==> src/hw/rtl/npsu_cell.sv <==
// ----------------------------------------------------------------------------
// npsu_cell : one storage cell of the point ring
// Holds one point. Takes its neighbor's point on a shift, or a new point
// on a write.
// ----------------------------------------------------------------------------
module npsu_cell #(
    parameter int CW = 16
) (
    input  logic          i_clk,
    input  logic          i_shift,
    input  logic          i_write,
    input  logic [CW-1:0] i_next_x,
    input  logic [CW-1:0] i_next_y,
    input  logic [CW-1:0] i_wr_x,
    input  logic [CW-1:0] i_wr_y,
    output logic [CW-1:0] o_x,
    output logic [CW-1:0] o_y
);

    logic [CW-1:0] r_x;
    logic [CW-1:0] r_y;

    // point register, no reset: read only after written
    always_ff @(posedge i_clk) begin
        if (i_shift) begin
            r_x <= i_next_x;
            r_y <= i_next_y;
        end else if (i_write) begin
            r_x <= i_wr_x;
            r_y <= i_wr_y;
        end
    end

    assign o_x = r_x;
    assign o_y = r_y;

endmodule

==> config.mk <==
export PLATFORM = sky130hd
export DESIGN_NAME = npsu_cell
export DESIGN_NICKNAME = d
export VERILOG_FILES = /design/src/hw/rtl/npsu_cell.sv
export SDC_FILE = /design/constraint.sdc
export NUM_CORES = 1
export LEC_CHECK = 0
export BUFFER_PORTS_ARGS = -buffer_cell sky130_fd_sc_hd__buf_2
export CAP_MARGIN = 5
export CORE_ASPECT_RATIO = 1.4
export CORE_MARGIN = 1
export CORE_UTILIZATION = 41
export DETAILED_ROUTE_END_ITERATION = 10
export PLACE_DENSITY = 0.78
export SETUP_SLACK_MARGIN = 0.02
export SLEW_MARGIN = 20
export SYNTH_ARGS = -nofsm -noshare
export SYNTH_HDL_FRONTEND = slang
export SYNTH_SLANG_ARGS = --single-unit
==> constraint.sdc <==
create_clock -name i_clk -period 1.8 [get_ports i_clk]
set_clock_uncertainty 0.05 [all_clocks]
set_input_delay 0.18 -clock i_clk [delete_from_list [all_inputs] [get_ports i_clk]]
set_output_delay 0.18 -clock i_clk [all_outputs]
set_load 0.02 [all_outputs]
* Yosys cells after proc, flatten, opt, wreduce, memory -nomap -nowiden
Cells that the tools add are included.
Widths: inputs -> output; s select.
** Word-level totals
- Register bits after elaboration :: 32
** Operators by class
- Mux-type cells :: 4
- Reduce and logical (&&, ||, !) cells :: 1
** Operators by type and width (count)
- $mux 16 :: 4
- $reduce_bool 2->1 :: 1

* Longest topological paths before layout
Gate-level depths: netlist (run 1).
- Depth after elaboration :: 2
- Depth in mapped cells :: 3
- Depth with buffers taken out :: 1

* Worst setup path before layout (run 1)
OpenSTA, ideal clock, no wires.
- Path kind :: input port to flip-flop
- Start point :: input port i_shift
- End point :: register r_x[0], in the netlist o_x[0] (enable)
- Path slack :: 0.157 ns
- Data arrival time :: 1.202 ns
- Stages on the path :: 3
- Setup time :: 0.390 ns
- Buffers on the path :: 2
- Required time :: 1.360 ns
- Cell sequence :: buf_6 > buf_12 > or2_1
** Between the ends
- Word-level cells in the longest chain between the ends :: 1
** Ends and longest elaborated chain
- from (decl) :: RTL line 10 : input logic i_shift,
- $reduce_bool 2->1 (no source line)
- to (signal assigned) :: RTL line 26 : r_x <= i_next_x;
- to (signal assigned) :: RTL line 29 : r_x <= i_wr_x;
- to (decl) :: RTL line 20 : logic [CW-1:0] r_x;
No other way between the ends.
A chain may end at the register's enable or synchronous reset.

* Worst setup path after layout (run 1)
- Start point :: register r_y[14], in the netlist o_y[14]
- End point :: output port o_y[14]
** RTL lines
- from (decl) :: RTL line 21 : logic [CW-1:0] r_y;
- from (signal assigned) :: RTL line 27 : r_y <= i_next_y;
- from (signal assigned) :: RTL line 30 : r_y <= i_wr_y;
- to (decl) :: RTL line 17 : output logic [CW-1:0] o_y
No word-level cell between the ends.

==> metrics.cfg, run 1 <==
[floorplanning]
start_util_pct = 43.82
fp.dieW_um = 53.25
floorplan.die_area_sq_um = 3927
design.portCount = 99
die_height_um = 73.75
design.core.area_sq_um = 3441
placement_row_count = 25

[pwr]
p_leak_nw = 1.027
power_switching_mw = 0.4453
power_frac_comb_pct = 21.7
p_int_mw = 1.377
clk_pwr_share_pct = 27.0
swShare_pct = 24.44
irDropWorstVdd_mv = 0.6209
power_density_nw_per_um2 = 865.8
seq_power_share_pct = 51.2

[detailed_routing]
drt_first_iter_violations = 10
ant_nets = 0
detailedRoute.firstPassIterationCount = 4
vias_per_cell = 4.589
post_detailed_route_wirelength_per_cell_um = 13.79
drc_errors = 0
routed_wl_mm = 2.951
via_count = 982

[clock_network]
clk_transition_reported_paths_ns = 0.06
cts_hold_buffers = 0
cts_resized = 0
clk_root_buffer_cell = clkbuf_8
tritoncts_clock_tree = built
postCtsSetupBuffers = 0
cts_sinks = 32
ctsHtreeMaxLevel = 2
numCtsBuffers = 5
max-clock-path-buffers = 2

[synthesis]
postSynth.asyncResetShare_pct = 0
post_synth_inst_count = 69
syn-cell-area_sq_um = 1508
synth_ff_type = edfxtp_1
yosysSeqAreaShare_pct = 63.73
synth-seq-cells = 32
netlist.top_cell.by_area = edfxtp_1
synth_area_leaders = edfxtp_1, mux2_4, buf_12
synth_edf_count = 32
avgSynthCellArea_sq_um = 21.85
netlist_top_cells_count = edfxtp_1, mux2_4, buf_12, mux2_2
synth_fp_nets = 136
most_repeated_cell_in_the_gate_level_netlist_after_synthesis = edfxtp_1
post_synth_num_cell_types = 6
yosys.area.top_type_share_pct = 63.73
yosysWarningCount = 0

[sta]
finalHoldViolations = 0
slew_headroom_pct = 85.79
setup_slack_ns = 0.7431
worstMarginPinSlew_ns = 0.2131
setup_viol_count_final = 0
report.final.slew_viol_count = 0
period_utilization_post_route_pct = 58.71
fmax_mhz = 946.2
setup_repair_after_global_routing_missed_its_margin = no
tns_ns = 0
final_critical_path_required_period_ns = 1.057

[critical_path]
crit_family = flip-flops
max_stage_delay_ns = 0.38
startpoint_type = flop
critical_path.endpoint_type = primary output
critPathSlowestCell = edfxtp_1
critical_path_required_ns = 1.57
timing_worst_setup_path_type = reg -> out
critical_path.cell_chain = buf_2
cp_max_fo = 1
worstPathBufferInverterCount = 1
arrival_ns = 0.83

[global_routing]
gr-total-overflow = 0
grt_pass1_vias = 976
grt_first_pass_wirelength_mm = 4.050
grt_usage_pct = 15.36
grt_start_max_net_pins = 33
grt_antenna_before_repair = 0

[final_layout]
layout-area-overhead-vs-synth_pct = 39.59
sequential_cell_area_sq_um = 960.9
final_core_area_utilization_pct = 61.16
nFillCells = 285
finalNetCount = 240
antenna_cells = 0
fraction_of_final_layout_cells_with_drive_strength_greater_than_1_pct = 79.31
area_of_the_multi_input_gates_sq_um = 475.5

[placement]
place_congestion = 0.6735
port-buffer-count = 98
post-place-ws_ns = 0.5507

[worst_hold_path]
timing.hold.worst.class = in -> reg

[run]
cap_viol_max_count = 0

[outcome]
status = finished, final reports clean

==> layout make-up <==
class | count | area share, %
Timing Repair Buffer | 101 | 25.56
Clock buffer | 7 | 3.627
Tap cell | 40 | 2.378
Clock inverter | 1 | 0.1784
Sequential cell | 32 | 45.66
Multi-Input combinational cell | 33 | 22.59
==> final timing paths <==
check | startpoint | endpoint | cells after the start
max | o_y[14]$_DFFE_PP_ | o_y[14] | 1
min | i_wr_x[2] | o_x[2]$_DFFE_PP_ | 2
==> per-stage QoR <==
step,power (mW),std cells,hold slack [ns],cell area [sq um]
floorplan,1.194,69,0.3475,1508
global placement,1.336,206,0.4329,2024
detailed placement,1.349,206,0.4332,2024
CTS,1.839,214,0.1492,2105
global route,1.898,214,0.1451,2105
finish,1.822,214,0.1554,2105
==> power groups by stage <==
stage	registers (mW)	clock network, mW	logic [mW]
4_1_cts	0.934	0.504	0.401
3_5_place_dp	0.949	0	0.400
6_report	0.933	0.493	0.396
5_1_grt	0.941	0.538	0.419
3_3_place_gp	0.945	0	0.390
2_1_floorplan	1.06	0	0.132
==> flip-flops by register name, indices dropped and copies added, names as in the netlist <==
register  flops
o_x          16
o_y          16
==> metal layers <==
layer	global-route usage, %	vias to the layer above	share of wire (%)
li1	-	474	-
met1	13.51	446	32
met2	28.89	53	58
met3	3.313	9	7.4
met4	10.82	0	2.9
met5	0	-	0
==> layout by cell type, fill, tap and decap left out <==
master     n
mux2_4    29
edfxtp_1  32
or2_1      1
buf_12     2
clkbuf_8   5
clkbuf_1   2
mux2_2     3
clkinv_1   1
buf_2     98
buf_4      1
==> kinds of logic after synthesis <==
logic type / synth area share [%]
buffers and inverters: 4.730
flip-flops: 63.73
multiplexers: 31.12
AND/OR/NAND/NOR: 0.4152
Power figures use the tool's default switching activity.
==> inputs of run 2 (changes only) <==
--- a/config.mk
+++ b/config.mk
@@ -9,9 +9,9 @@
 export CAP_MARGIN = 5
 export CORE_ASPECT_RATIO = 1.4
 export CORE_MARGIN = 1
-export CORE_UTILIZATION = 41
+export CORE_UTILIZATION = 37
 export DETAILED_ROUTE_END_ITERATION = 10
-export PLACE_DENSITY = 0.78
+export PLACE_DENSITY = 0.75
 export SETUP_SLACK_MARGIN = 0.02
 export SLEW_MARGIN = 20
 export SYNTH_ARGS = -nofsm -noshare
==> constraint.sdc (replaced) <==
create_clock -name i_clk -period 0.9 [get_ports i_clk]
set_clock_uncertainty 0.05 [all_clocks]
set_input_delay 0.09 -clock i_clk [delete_from_list [all_inputs] [get_ports i_clk]]
set_output_delay 0.09 -clock i_clk [all_outputs]
set_load 0.02 [all_outputs]
==> run 2 against run 1 <==
The run now ends with setup timing left. Global-route usage shrank 0.36 points. Via count grew 3.0%. Total power grew 110%. Final cell count grew 0.93%. Clock-buffer cell count shrank 2. Sequential power grew 100%. Die area grew 10%. Utilization shrank 4.7 points. Hold slack lost 0.097 ns. Routed wire length grew 3.7%. Largest cell class unchanged. Largest power group unchanged.
==> metrics.cfg, run 2 (synthesized netlist as in run 1, its figures left out) <==
[detailed_routing]
drt-met1-wl_um = 973
met3_length_um = 258
drt_first_iter_violations = 19
ant_nets = 0
highest_metal_used = met4
routed_wl_mm = 3.061
via_count = 1011
drc_errors = 0
post_detailed_route_wirelength_per_cell_um = 14.17
routed-wl-met2_mm = 1.775
detailedRoute.firstPassIterationCount = 4
vias_per_cell = 4.681

[placement]
port-buffer-count = 98
dp_hpwl_mm = 2.346
post-place-ws_ns = -0.1962
place_congestion = 0.7398

[worst_hold_path]
hold_start = i_next_x[8]
timing.hold.worst.class = in -> reg

[run]
cap_viol_max_count = 0

[critical_path]
crit_family = flip-flops
critPathSlowestCell = edfxtp_1
arrival_ns = 0.83
cp_max_fo = 1
timing_worst_setup_path_type = reg -> out
critical_path.cell_chain = buf_6
worstPathBufferInverterCount = 1
max_stage_delay_ns = 0.40
critical_path_required_ns = 0.76
critical_path.endpoint_type = primary output
startpoint = o_y[5]$_DFFE_PP_
startpoint_type = flop

[pwr]
power_density_nw_per_um2 = 1721
irDropWorstVdd_mv = 1.305
p_leak_nw = 1.065

[floorplanning]
floorplan.die_area_sq_um = 4338
die_height_um = 77.53
start_util_pct = 38.47
design.portCount = 99
placement_row_count = 27
fp.dieW_um = 55.95
design.core.area_sq_um = 3919

[global_routing]
grt_first_pass_wirelength_mm = 4.912
gr-total-overflow = 0
grt_antenna_before_repair = 0
grt_pass1_vias = 1092
grt_usage_pct = 15.00
grt_start_max_net_pins = 33

[clock_network]
cts_sinks = 32
clk_root_buffer_cell = clkbuf_8
cts_hold_buffers = 0
clk_transition_reported_paths_ns = 0.07
ctsHtreeMaxLevel = 2
tritoncts_clock_tree = built
max-clock-path-buffers = 2
numCtsBuffers = 5

[sta]
fmax_mhz = 1028
worstMarginPinSlew_ns = 0.4373
setup_repair_after_global_routing_missed_its_margin = yes
slew_headroom_pct = 70.85
period_utilization_post_route_pct = 108.1
report.final.slew_viol_count = 0
setup_viol_count_final = 32
setup_slack_ns = -0.07319
final_critical_path_required_period_ns = 0.9732
finalHoldViolations = 0

[final_layout]
fraction_of_final_layout_cells_with_drive_strength_greater_than_1_pct = 80.92
finalNetCount = 239
layout_common_cells = buf_2, edfxtp_1, mux2_4
antenna_cells = 0
area_of_the_multi_input_gates_sq_um = 478.0
sequential_cell_area_sq_um = 960.9
layout-area-overhead-vs-synth_pct = 46.72
nFillCells = 340
final_core_area_utilization_pct = 56.45
layout.cells.most_common = buf_2

[outcome]
violations = setup timing
status = complete, but fails checks

-- run 2: cell count changes in the layout (fill, tap and decap cells not counted) --
cell      before  now
buf_2         98   81
buf_4          1    0
buf_6          0   17
clkbuf_1       2    0
clkinv_2       0    2
or2_1          1    0
or2_4          0    1
-- run 2: area by class of cell --
class / count / share of cell area [%]
clock inverter: 3 / 0.6222
multi-input combinational: 33 / 21.61
sequential: 32 / 43.44
tap: 43 / 2.432
clock buffer: 5 / 3.111
timing repair buffer: 100 / 28.79
-- run 2: final timing paths --
kind / end / slack, ns / cells past startpoint
hold / removal: o_x[8]$_DFFE_PP_ / 0.06 / 2
setup / recovery: o_y[5] / -0.07 / 1
-- run 2: layer usage --
metal  GRT usage (%)  vias up
met5               0        -
met4           6.585        0
met3           6.000        6
met2           27.59       58
met1           14.50      473
li1                -      474
-- run 2: through the flow --
stage          instance area (sq um)  instances  hold slack, ns  setup TNS (ns)  power [mW]
2_1_floorplan                   1519         69          0.2575          -5.525       2.394
3_3_place_gp                    2023        208          0.3405          -8.961       2.671
3_5_place_dp                    2023        208          0.3439          -11.40       2.700
4_1_cts                         2143        216         0.05096          -1.716       3.775
5_1_grt                         2212        216         0.04371          -2.545       3.969
6_report                        2212        216         0.05863          -1.336       3.806
-- run 2: power by group --
group,internal (mW),switching (mW)
combinational,0.482,0.405
sequential,1.83,0.0581
clock,0.524,0.505
total,2.84,0.967
-- run 2: timing repair --
| action | 4_1_cts | 5_1_grt |
|---|---|---|
| buffers inserted | 0 | 0 |
| gates resized for setup | 12 | 22 |
| setup endpoints to repair | 32 | 32 |
