`src/hw/rtl/npsu_pkg.sv`:
```
// ----------------------------------------------------------------------------
// npsu_pkg : shared types and constants of the nearest point search unit
// Operation and status codes, distance limits and the scan tag carried
// through the distance pipeline.
// ----------------------------------------------------------------------------
package npsu_pkg;

    // operation codes on the input tuser
    typedef enum logic [1:0] {
        OP_INSERT = 2'd0,
        OP_QUERY  = 2'd1,
        OP_CLEAR  = 2'd2,
        OP_NONE   = 2'd3
    } t_op;

    // status codes on the output tuser
    typedef enum logic [1:0] {
        ST_OK    = 2'd0,
        ST_EMPTY = 2'd1,
        ST_FULL  = 2'd2,
        ST_RSVD  = 2'd3
    } t_status;

    localparam int DIST_W = 33;
    localparam logic [DIST_W-1:0] DIST_MAX = {DIST_W{1'b1}};
    // smallest per-axis magnitude whose square exceeds DIST_MAX
    localparam int SAT_LIM = 92682;
    localparam int MAG_W = 17;
    localparam int IDX_OUT_W = 10;
    localparam int FIELD_W = 16;

    // control of one scan slot moving through the distance pipeline
    typedef struct packed {
        logic valid;   // slot holds a stored point below the fill count
        logic last;    // final slot of the scan
    } t_tag;

endpackage

```
`src/hw/rtl/npsu_dist.sv`:
```
// ----------------------------------------------------------------------------
// npsu_dist : two-stage squared distance pipeline
// Stage one forms axis magnitudes and saturation flags, stage two squares them with
// saturation. Point, index and tag ride along.
// ----------------------------------------------------------------------------
module npsu_dist
    import npsu_pkg::*;
#(
    parameter int CW = 16,
    parameter int IW = 10
) (
    input  logic              i_clk,
    input  logic              i_rst_n,
    input  t_tag              i_tag,
    input  logic [IW-1:0]     i_idx,
    input  logic [CW-1:0]     i_px,
    input  logic [CW-1:0]     i_py,
    input  logic [CW-1:0]     i_qx,
    input  logic [CW-1:0]     i_qy,
    output t_tag              o_tag,
    output logic [IW-1:0]     o_idx,
    output logic [CW-1:0]     o_px,
    output logic [CW-1:0]     o_py,
    output logic [DIST_W-1:0] o_sqx,
    output logic [DIST_W-1:0] o_sqy
);

    localparam int EXT_W = CW + MAG_W + 1;

    logic signed [CW:0] dx;
    logic signed [CW:0] dy;
    logic [CW:0]        mx;
    logic [CW:0]        my;
    logic [EXT_W-1:0]   ex;
    logic [EXT_W-1:0]   ey;

    t_tag             r_tag1, r_tag2;
    logic [IW-1:0]    r_idx1, r_idx2;
    logic [CW-1:0]    r_px1, r_py1, r_px2, r_py2;
    logic [MAG_W-1:0] r_mx, r_my;
    logic             r_satx, r_saty;
    logic [DIST_W-1:0] r_sqx, r_sqy;
    logic [2*MAG_W-1:0] prodx, prody;

    // signed differences and magnitudes
    always_comb begin
        dx = $signed({i_px[CW-1], i_px}) - $signed({i_qx[CW-1], i_qx});
        dy = $signed({i_py[CW-1], i_py}) - $signed({i_qy[CW-1], i_qy});
        mx = dx[CW] ? $unsigned(-dx) : $unsigned(dx);
        my = dy[CW] ? $unsigned(-dy) : $unsigned(dy);
        ex = {{(MAG_W){1'b0}}, mx};
        ey = {{(MAG_W){1'b0}}, my};
    end

    assign prodx = r_mx * r_mx;
    assign prody = r_my * r_my;

    // tag pipeline
    always_ff @(posedge i_clk) begin
        if (!i_rst_n) begin
            r_tag1 <= '0;
            r_tag2 <= '0;
        end else begin
            r_tag1 <= i_tag;
            r_tag2 <= r_tag1;
        end
    end

    // payload pipeline
    always_ff @(posedge i_clk) begin
        r_idx1 <= i_idx;
        r_px1  <= i_px;
        r_py1  <= i_py;
        r_mx   <= ex[MAG_W-1:0];
        r_my   <= ey[MAG_W-1:0];
        r_satx <= ex >= EXT_W'(SAT_LIM);
        r_saty <= ey >= EXT_W'(SAT_LIM);
        r_idx2 <= r_idx1;
        r_px2  <= r_px1;
        r_py2  <= r_py1;
        r_sqx  <= r_satx ? DIST_MAX : prodx[DIST_W-1:0];
        r_sqy  <= r_saty ? DIST_MAX : prody[DIST_W-1:0];
    end

    assign o_tag = r_tag2;
    assign o_idx = r_idx2;
    assign o_px  = r_px2;
    assign o_py  = r_py2;
    assign o_sqx = r_sqx;
    assign o_sqy = r_sqy;

endmodule

```
`config.mk`:
```
export PLATFORM = sky130hd
export DESIGN_NAME = npsu_dist
export DESIGN_NICKNAME = d
export VERILOG_FILES = /design/src/hw/rtl/npsu_pkg.sv /design/src/hw/rtl/npsu_dist.sv
export SDC_FILE = /design/constraint.sdc
export NUM_CORES = 1
export LEC_CHECK = 0
export CAP_MARGIN = 25
export CORE_MARGIN = 4
export CORE_UTILIZATION = 55
export DETAILED_ROUTE_END_ITERATION = 10
export DONT_BUFFER_PORTS = 1
export PLACE_DENSITY = 0.8
export SETUP_SLACK_MARGIN = 0.2
export SYNTH_ARGS = -nofsm -noshare
export SYNTH_HDL_FRONTEND = slang
export SYNTH_SLANG_ARGS = --single-unit
export TNS_END_PERCENT = 100
```
`constraint.sdc`:
```
create_clock -name i_clk -period 7.7 [get_ports i_clk]
set_clock_uncertainty 0.2 [all_clocks]
set_input_delay 0.77 -clock i_clk [delete_from_list [all_inputs] [get_ports i_clk]]
set_output_delay 0.77 -clock i_clk [all_outputs]
set_load 0.05 [all_outputs]
```
Yosys cells after proc, flatten, opt, wreduce, memory -nomap -nowiden
Cells that the tools add are included.
{ "totals": {"register_bits": 190, "elab_cells": 26} }
{ "classes": {"addsub": 4, "n_mul": 2, "order_cmp": 2, "n_mux": 2} }
{ "op_table": {"columns": ["op", "count"], "rows": [
  ["$mul 17x17->33", 2],
  ["$ge 17x17->1 const B", 2],
  ["$mux 17", 2],
  ["$neg 17->17", 2],
  ["$sub 16x16->17", 2]
]} }

Depth between registers and ports, before layout
{ "depth": {"word_depth": 4, "ltp_mapped": 25, "mapped_depth_nobuf": 24} }

Least setup slack after synthesis
No wires, ideal clock.
{ "synth_timing": {"path_type": "reg2reg", "from": "register r_my[7]", "to": "register r_sqy[30], in the netlist o_sqy[30]", "arrival_ps": 5868, "required_time_ps": 7408, "setup_slack_ps": 1540, "stages_incl_launch_ff": 24, "synth_period_minus_slack_ps": 6160, "path_cell_list": "dfxtp_1 -> clkbuf_1 -> nand2_1 -> fa_1 -> inv_1 -> fa_1 -> inv_1 -> fa_1 -> inv_1 -> fa_1 -> fa_1 -> inv_1 -> fa_1 -> inv_1 -> ha_1 -> o21ai_0 -> a21oi_1 -> o21ai_0 -> a21oi_1 -> a311o_1 -> nand2_1 -> a21oi_1 -> mux2_2 -> nor4_1"} }
{ "synth_via": {"elab_chain_len": 1} }
{ "synth_rtl": {"columns": ["element", "line_no", "text"], "rows": [
  ["start: declaration", "npsu_dist.sv:40", "logic [MAG_W-1:0] r_mx, r_my;"],
  ["start signal: assignment", "npsu_dist.sv:75", "r_my <= ey[MAG_W-1:0];"],
  ["$mul 17x17->33", "npsu_dist.sv:56", "assign prody = r_my * r_my;"],
  ["end signal: assignment", "npsu_dist.sv:82", "r_sqy <= r_saty ? DIST_MAX : prody[DIST_W-1:0];"],
  ["end: declaration", "npsu_dist.sv:42", "logic [DIST_W-1:0] r_sqx, r_sqy;"]
]} }
Every way passes these cells.
A chain may end at the register's enable or synchronous reset.

Worst setup path after layout
{ "layout_timing": {"from": "register r_my[3]", "to": "register r_sqy[30], in the netlist o_sqy[30]"} }
The elaborated chain is that of the path after synthesis.

==> qor.yml <==
clocking:
  post_cts_buffers: 0
  ctsRootBufferMaster: "sky130_fd_sc_hd__clkbuf_16"
  cts_resized: 0
  cts-htree-levels: 4
  clock_latency_ps: 490
  cts_sinks: 190
  worst_setup_hold_path_clk_slew_ps: 80
  ctsLongestPathBuffers: 2
  clock_tree_from_tritoncts: "built"
  postCtsHoldBufs: 0
  cts_made_buffers: 17
die:
  floorplan.die_area_um2: 44600
  initial_core_util_pct: 55.6
  row_count: 74
  floorplan.die.width_um: 211
  die_h_um: 211
  design.portCount: 188
  core-area_um2: 40800
worst_setup_path:
  worstSetupPathType: "flip-flop to flip-flop"
  reg2reg_setup_slack_ps: 620
  cp_data_required_time_ps: 7880
  start_kind: "flip-flop"
  timing.critical_path.arrival_ps: 7260
  worstPathMaxFanout: 15
  cp_num_cells: 22
  critical_path.n_buffers_inverters: 5
  cp_slowest_cell: "sky130_fd_sc_hd__dfxtp_1"
  path_cells: "inv_1, nor2_1, fa_1, inv_1, fa_1, fa_1, inv_1, fa_1, fa_1, inv_1, fa_1, inv_1, ha_1, o21ai_0, a21oi_1, o21ai_0, a21oi_1, a311o_1, nand2_1, a21oi_1, mux2_2, nor4_1"
  slowest_delay_ps: 710
  critical_path.endpoint_type: "flip-flop"
  timing.critical_path.mode_cell: "sky130_fd_sc_hd__fa_1"
  cp_top_family: "adder cells"
  worst-r2r-cell-count: 22
global_routing:
  grtUsageMet3_pct: 6.25
  antenna_violations_before_repair: 0
  grt.total_usage_pct: 23.9
  grt_start_max_net_pins: 40
  gr-usage-met2_pct: 40.8
  gr-max-usage-layer: "met2"
  grt_pass1_vias: 17400
  overflow: 0
  globalRouteMet1Util_pct: 29.6
  grt_pass1_wl_mm: 85.0
yosys:
  synth_enable_flop_cells: 0
  synth.distinct_cells: 73
  ys.flop_type: "sky130_fd_sc_hd__dfxtp_1"
  asyncSetResetFlopFracSynth_pct: 0
  synthesis.instances: 2459
  ys_warn_count: 0
  synth-seq-cells: 190
  synth.cell_area_um2: 22700
  synth_area_per_cell_um2: 9.23
  syn-num-nets: 3167
  synth_seq_area_share_pct: 16.8
sta:
  max_freq_mhz: 141
  period_needed_ps: 7080
  finalMaxSlewViolations: 0
  rsz0062_at_grt: "false"
  min_period_over_period_pct: 92.0
  hold_viol: 0
  timing_worst_slew_pin_value_ps: 875
  setup_tns_ps: 0
  relative_slew_slack_pct: 41.6
  finalSetupViolations: 0
job:
  maxCapViolations: 0
drt:
  first_pass_iters: 6
  dr_total_vias: 16000
  detail_route.drc_violations: 0
  ant_nets: 0
  routed_wl_mm: 51.5
  routed_via_density: 5.35
  post_drt_wl_per_cell_um: 17.3
  drt-initial-drc-count: 896
place:
  numPortBuffers: 0
  globalplace.congestion: 0.913
  detailedPlacementHpwl_mm: 43.2
layout:
  finish.net_count: 3147
  post_route_cells_drive_above_1_share_pct: 3.02
  commonest_non_fill_non_tap_cell_in_the_layout: "sky130_fd_sc_hd__inv_1"
  synthToLayoutAreaGrowth_pct: 5.11
  filler_cell_count: 3414
  num_antenna_cells: 0
  top_library_cells_by_usage_in_the_layout_fill_and_taps_aside: "sky130_fd_sc_hd__inv_1 (637), sky130_fd_sc_hd__fa_1 (382), sky130_fd_sc_hd__ha_1 (248)"
worst_hold_path:
  worst_hold_path.num_cells: 0
  hold_path.class: "input port to flip-flop"
run_status:
  run_status: "finished clean"
==> through the flow <==
| step | worst slack (ps) | utilization, % | cell area [um^2] | std cells | hold slack, ps |
|---|---|---|---|---|---|
| floorplan | 1540 | - | 22700 | 2459 | 110 |
| global placement | 953 | 56.9 | 23300 | 2952 | 111 |
| detailed placement | 754 | 56.9 | 23300 | 2952 | 112 |
| CTS | 707 | 58.4 | 23800 | 2984 | 56.4 |
| global route | 210 | 58.4 | 23800 | 2984 | 62.6 |
| finish | 618 | 58.4 | 23800 | 2984 | 94.3 |
==> state kept, by name, summed over array words and instances (netlist names) <==
name	flops
r_my	17
o_sqy	33
r_mx	17
r_px1	16
o_idx	10
r_saty	1
r_satx	1
o_py	16
o_sqx	33
o_px	16
r_py1	16
r_idx1	10
r_tag1	2
o_tag	2
==> Yosys cell counts (all sizes together), types with 2 or more instances <==
| master | count | area (um^2) |
|---|---|---|
| or2 | 17 | 106 |
| nor3b | 6 | 45.0 |
| o211ai | 5 | 37.5 |
| nand2 | 224 | 841 |
| nor4b | 2 | 23.8 |
| o31a | 2 | 26.3 |
| a31o | 3 | 26.3 |
| a221oi | 3 | 32.5 |
| o22ai | 4 | 25.0 |
| o311a | 2 | 20.0 |
| nand4 | 3 | 18.8 |
| xnor2 | 72 | 638 |
| a211o | 3 | 26.3 |
| and3 | 13 | 86.3 |
| o21a | 9 | 67.6 |
| nor3 | 10 | 50.1 |
| a31oi | 17 | 121 |
| mux2i | 2 | 20.0 |
| mux2 | 4 | 45.0 |
| o21ai | 67 | 339 |
| nand2b | 34 | 213 |
| ha | 248 | 3100 |
| a311oi | 3 | 26.3 |
| a21o | 27 | 203 |
| nor2b | 21 | 131 |
| a21oi | 82 | 410 |
| o21bai | 12 | 90.1 |
| o31ai | 3 | 22.5 |
| and2 | 104 | 651 |
| fa | 382 | 7650 |
| nor2 | 85 | 319 |
| a21boi | 2 | 15.0 |
| clkbuf | 50 | 188 |
| a211oi | 12 | 90.1 |
| dfxtp | 190 | 3800 |
| nand3 | 18 | 90.1 |
| nor4 | 12 | 81.3 |
| xor2 | 43 | 377 |
| inv | 637 | 2390 |
| or3 | 4 | 30.0 |
| o41ai | 3 | 45.1 |
==> worst paths after layout <==
path,from,end
setup / recovery,r_my[3]$_DFF_P_,o_sqy[30]$_SDFF_PP1_
hold reg to reg,r_py1[4]$_DFF_P_,o_py[4]$_DFF_P_
hold / removal,i_px[13],r_px1[13]$_DFF_P_
setup reg to reg,r_my[3]$_DFF_P_,o_sqy[30]$_SDFF_PP1_
==> logic make-up (layout without fill, tap and decap cells) <==
group | after synthesis | after routing | share of synthesized area [%]
multiplexers | 6 | 6 | 0.287
AND/OR/NAND/NOR | 559 | 559 | 12.1
buffers and inverters | 689 | 682 | 11.4
XOR/XNOR | 115 | 115 | 4.47
AO/OA/AOI/OAI | 270 | 270 | 7.61
adder cells (fa/ha/maj) | 630 | 630 | 47.4
flip-flops | 190 | 190 | 16.8
==> per-layer routing <==
layer  share of wire, %  routed length, um  vias to the layer above
met5                  0                  0                        -
met1                 40              20800                     7881
li1                   -                  -                     7411
met4                2.9               1490                        0
met3                7.2               3720                       91
met2                 50              25500                      574
==> final cells by class <==
cell class | count | area, um^2 | share of cell area (%)
clock buffers | 18 | 429 | 1.80
clock inverters | 14 | 168 | 0.703
inverters | 638 | 2390 | 10.0
multi-input cells | 1580 | 16300 | 68.3
flip-flops and latches | 190 | 3800 | 15.9
well taps | 532 | 666 | 2.79
repair buffers | 12 | 90.1 | 0.378
Power is left out: the tool's default activity adds up to more than one toggle a clock period on the data nets, which glitch-free logic cannot reach.
